--- config.mk ---
export PLATFORM = sky130hd
export DESIGN_NAME = pes_div
export DESIGN_NICKNAME = d
export VERILOG_FILES = /design/src/sv/pes_div.sv
export SDC_FILE = /design/constraint.sdc
export NUM_CORES = 1
export LEC_CHECK = 0
export ABC_AREA = 1
export ABC_CLOCK_PERIOD_IN_PS = 6000
export BUFFER_PORTS_ARGS = -buffer_cell sky130_fd_sc_hd__buf_4
export CAP_MARGIN = 25
export CORE_MARGIN = 2
export CORE_UTILIZATION = 45
export CTS_BUF_LIST = sky130_fd_sc_hd__clkbuf_16
export CTS_CLUSTER_DIAMETER = 200
export DETAILED_ROUTE_END_ITERATION = 7
export HOLD_SLACK_MARGIN = 0.05
export PLACE_DENSITY_LB_ADDON = 0.1
export SLEW_MARGIN = 40
export SYNTH_ARGS = -nofsm -noshare
export SYNTH_HDL_FRONTEND = slang
export SYNTH_SLANG_ARGS = --single-unit
--- constraint.sdc ---
create_clock -name clk -period 6 [get_ports clk]
set_input_delay 0.3 -clock clk [delete_from_list [all_inputs] [get_ports clk]]
set_output_delay 0.3 -clock clk [all_outputs]
set_load 0.05 [all_outputs]
--- src/sv/pes_div.sv ---
// Restoring divider, one quotient bit per cycle.
`default_nettype none
module pes_div (
  input  wire logic        clk,
  input  wire logic        rst_n,
  input  wire logic        start,
  input  wire logic [79:0] dividend,
  input  wire logic [31:0] divisor,
  output logic [79:0]      quotient,
  output logic             done
);
  logic [79:0] dvd_r;
  logic [79:0] quo_r;
  logic [31:0] rem_r;
  logic [31:0] dsr_r;
  logic [6:0]  cnt_r;
  logic        busy_r;
  logic        done_r;
  logic [32:0] sh;
  logic        fit;

  assign sh  = {rem_r, dvd_r[79]};
  assign fit = sh >= {1'b0, dsr_r};
  assign quotient = quo_r;
  assign done = done_r;

  always_ff @(posedge clk) begin
    if (!rst_n) begin
      busy_r <= 1'b0;
      done_r <= 1'b0;
      cnt_r  <= '0;
    end else begin
      done_r <= 1'b0;
      if (start) begin
        busy_r <= 1'b1;
        cnt_r  <= '0;
        dvd_r  <= dividend;
        dsr_r  <= divisor;
        rem_r  <= '0;
        quo_r  <= '0;
      end else if (busy_r) begin
        dvd_r <= {dvd_r[78:0], 1'b0};
        quo_r <= {quo_r[78:0], fit};
        rem_r <= fit ? 32'(sh - {1'b0, dsr_r}) : sh[31:0];
        cnt_r <= cnt_r + 1'b1;
        if (cnt_r == 7'd79) begin
          busy_r <= 1'b0;
          done_r <= 1'b1;
        end
      end
    end
  end

endmodule
`default_nettype wire

; ---- Word level (Yosys, flattened, before mapping)
; Cells that the tools add are included.
[classes]
n_addsub = 2
order_cmp = 1
eq_ne = 1
n_mux = 9
bitwise_logic = 2
reduce_logical = 5
[op_table]
columns = cell, count
row1 = $mux 80, 3
row2 = $mux 32, 2
row3 = $ge 33x32->1, 1
row4 = $sub 32x32->32, 1
row5 = $add 7x1->7 const B, 1
row6 = $eq 7x7->1 const B, 1
row7 = $mux 1, 4
row8 = $reduce_and 2->1, 2
row9 = $reduce_or 3->1, 1
row10 = $not 1->1, 2
row11 = $reduce_bool 2->1, 1
row12 = $reduce_or 2->1, 1
[totals]
reg_bits = 233
input_bits = 115
out_inout_bits = 81
elab_cells = 27

; ---- Logic depth before layout (Yosys ltp)
[logic_depth]
ltp_word = 4
ltp_mapped = 17
mapped_depth_nobuf = 15

; ---- Least setup slack after synthesis
; No wires, ideal clock.
[synth_path]
path_type = input to register
startpoint = input start
endpoint = register dvd_r[0] (enable)
setup_ns = 0.560
t_arrival_ns = 5.005
t_required_ns = 5.440
slack_ns = 0.435
cell_stages = 4
n_path_buf = 2
path_cell_list = clkbuf_1 -> clkbuf_1 -> nand2_1 -> nand2_1
[synth_between]
elab_chain_cells = 2
[synth_rtl]
columns = element, line_no
row1 = start: declaration, 6  ; input wire logic start,
row2 = $reduce_bool 2->1 (no source line), --
row3 = $reduce_and 2->1 (no source line), --
row4 = end signal: assignment, 37  ; dvd_r <= dividend;
row5 = end signal: assignment, 42  ; dvd_r <= {dvd_r[78:0], 1'b0};
row6 = end: declaration, 12  ; logic [79:0] dvd_r;
; No other way between the ends.
; A chain may end at the register's enable or synchronous reset.

; ---- Final worst setup path
[layout_path]
startpoint = register rem_r[6]
endpoint = register quo_r[0], in the netlist quotient[0], data pin
[layout_between]
elab_chain_cells = 2
[layout_rtl]
columns = element, line_no
row1 = start: declaration, 14  ; logic [31:0] rem_r;
row2 = start signal: assignment, 44  ; rem_r <= fit ? 32'(sh - {1'b0, dsr_r}) : sh[31:0];
row3 = $ge 33x32->1, 23  ; assign fit = sh >= {1'b0, dsr_r};
row4 = $mux 80, 41  ; end else if (busy_r) begin
row5 = end signal: assignment, 43  ; quo_r <= {quo_r[78:0], fit};
row6 = end: declaration, 13  ; logic [79:0] quo_r;
; No other way between the ends. The select of a mux whose other input is x is not followed.

==> flow_metrics.env <==
export IMPL_fin_area_sq_um=15900
export IMPL_first_pass_iters=5
export IMPL_cts_max_path_buffers=3
export IMPL_cp_max_fo=25
export IMPL_rsz0062_at_grt="false"
export IMPL_hold_viol=0
export IMPL_root_buffer="clkbuf_16"
export IMPL_dp_hpwl_um=18900
export IMPL_io_pins=196
export IMPL_num_antenna_cells=0
export IMPL_drc=0
export IMPL_fin_skew_ns=0.00971
export IMPL_synth_seq_cells=233
export IMPL_synth_ff_type="edfxtp_1"
export IMPL_fin_ws_ns=3.29
export IMPL_final_max_slew_viol_count=0
export IMPL_routed_wl_um=28800
export IMPL_die_w_um=169
export IMPL_drtIter0Drc=546
export IMPL_synthSimpleGateAreaFrac=0.280
export IMPL_wl_per_cell_um=13.7
export IMPL_synth_compound_area_frac=0.0124
export IMPL_fin_hold_ws_ns=0.150
export IMPL_cts_setup_buffers=0
export IMPL_syn_nets=1583
export IMPL_status="completed"
export IMPL_htree_levels=1
export IMPL_clock_latency_ns=0.55
export IMPL_fin_util=0.595
export IMPL_hold_path_depth=5
export IMPL_synth_warnings=0
export IMPL_cp_start_kind="register"
export IMPL_die_area_sq_um=28500
export IMPL_rr_endpoint="quotient[0]"
export IMPL_leakagePower_nw=7.85
export IMPL_min_period_ns=2.71
export IMPL_reg2reg_from="rem_r[6]"
export IMPL_avgSynthCellArea_sq_um=8.52
export IMPL_synth_top_family_by_area="simple AND/OR/NAND/NOR gates"
export IMPL_grt_max_degree=85
export IMPL_syn_instance_count=1434
export IMPL_vias=9690
export IMPL_cts_tree="yes"
export IMPL_layout_drive_gt1_share=0.163
export IMPL_final_nets=1887
export IMPL_io_buffers=195
export IMPL_synth_mux_area_frac=0
export IMPL_grt_overflow=0
export IMPL_cts_resized=0
export IMPL_power_mw=4.72
export IMPL_min_delay_worst_endpoint="cnt_r[3]"
export IMPL_worst_r2r_cell_count=13
export IMPL_synth_cell_types=39
export IMPL_setup_tns_ns=0
export IMPL_worst_slew_pin_slew_ns=0.808
export IMPL_synthAdderAreaFrac=0.0354
export IMPL_worstHoldPathType="in -> reg"
export IMPL_via_per_inst=4.62
export IMPL_start_util=0.456
export IMPL_dpl_cell_count=1937
export IMPL_antenna_found_initial=0
export IMPL_cts_sinks=233
export IMPL_r2r_setup_slack_ns=3.29
export IMPL_place_ws_ns=2.92
export IMPL_grt_pass1_wl_um=46700
export IMPL_critPathRequiredTime_ns=6.28
export IMPL_synth_edf_count=224
export IMPL_finalSetupViolCount=0
export IMPL_ys_seq_area_frac=0.565
export IMPL_end_kind="register"
export IMPL_powerDensity_nw_per_um2=296
export IMPL_coreArea_sq_um=26800
export IMPL_grt_pass1_vias=9426
export IMPL_arrival_ns=2.99
export IMPL_place_area_sq_um=14000
export IMPL_die_h_um=169
export IMPL_relSlewSlack=0.461
export IMPL_hold_start="rst_n"
export IMPL_ant_nets=0
export IMPL_cts_hold_repair_buffers=112
export IMPL_synth_area_sq_um=12200
export IMPL_place_congestion=0.916
export IMPL_maxCapViolations=0
export IMPL_fin_crit_sh=0.451
export IMPL_cts_made_buffers=27
export IMPL_vdd_drop_max_v=0.000183
export IMPL_synthXorXnorAreaFrac=0.0115
export IMPL_clk_pin_slew_ns=0.06
export IMPL_syn2layout_area_growth_pct=30.4
export IMPL_fmax_mhz=369
export IMPL_grt_util_all_layers=0.201
export IMPL_synth_async_reset_ratio=0
export IMPL_rows=60
export IMPL_crit_type="reg -> reg"
export IMPL_layout_cells_non_filler=2099
-- synth_stat cells (all sizes together) (2+ instances only) --
cell | n | area, sq um
nor4 | 2 | 27.5
dfxtp | 9 | 180
nor3 | 4 | 20.0
a21oi | 24 | 124
clkinv | 2 | 8.75
o21ai | 4 | 20.0
nand3b | 23 | 173
clkbuf | 28 | 105
nor2 | 194 | 807
edfxtp | 224 | 6730
buf | 10 | 76.3
and2 | 9 | 56.3
xor2 | 15 | 131
nand4 | 7 | 43.8
nand3 | 33 | 170
ha | 33 | 413
nand2 | 548 | 2100
inv | 259 | 977
-- flip-flops by register name (all words and copies together), names as in the netlist --
name / cells
dvd_r: 80
dsr_r: 32
done: 1
quotient: 80
rem_r: 32
busy_r: 1
cnt_r: 7
-- cell usage in the layout, fill, tap and decap left out, drive strengths merged --
cell         synthesis  routed
nand2              548     548
inv                259     267
edfxtp             224     224
buf                 10     201
nor2               194     194
dlygate4sd3          0     112
ha                  33      33
nand3               33      33
clkbuf              28      27
a21oi               24      24
nand3b              23      23
xor2                15      15
clkinv               2      15
and2                 9       9
dfxtp                9       9
nand4                7       7
nor3                 4       4
o21ai                4       4
nor4                 2       2
a21o                 1       1
and3                 1       1
or2                  1       1
xnor2                1       1
nor3b                1       1
fa                   1       1
bufinv               0       1
-- per-layer routing --
layer  global-route usage  routed length [um]
met2                0.335               13400
met1                0.278               13300
met3               0.0369                1670
met5                    0                   0
met4               0.0401                 394
-- worst max path at each step --
stage,startpoint,to,slack (ns),cells past startpoint
after global placement,start,dvd_r[65],2.71,4
after global routing,rem_r[19],rem_r[27],3.11,14
after detailed placement,start,dvd_r[69],2.92,4
after floorplan,start,dvd_r[0],0.44,4
after CTS,rem_r[6],quotient[0],3.28,13
final,rem_r[6],quotient[0],3.29,13
-- final cells by class --
cell class | count | area (sq um)
fill | 2380 | 10900
sequential | 233 | 6910
multi-input combinational | 902 | 4160
timing repair buffer | 313 | 2650
inverter | 261 | 986
clock buffer | 27 | 676
tap | 341 | 427
clock inverter | 22 | 135
-- logic make-up (layout without fill, tap and decap cells) --
family,Yosys count,after routing
AND/OR/NAND/NOR,823,823
adder cells (fa/ha/maj),34,34
flip-flops,233,233
AO/OA/AOI/OAI,29,29
XOR/XNOR,16,16
buffers and inverters,299,623
-- report_power, final --
group / total, mW / internal (mW) / switching, mW
logic: 1.17 / 0.413 / 0.755
registers: 2.03 / 1.97 / 0.0573
clock network: 1.52 / 0.859 / 0.662
-- critical path: stages (launching register included) --
cell      delay [ns]
edfxtp_1        0.38
ha_1            0.37
nand2_1         0.16
inv_2           0.04
nand2_1         0.06
nand2_1         0.09
inv_1           0.08
nand3_2         0.18
nand2_2         0.12
nand2_2         0.09
nand2_4         0.31
nand2_8         0.19
inv_6           0.29
nor2_1          0.06
(Power assumes the default switching activity.)
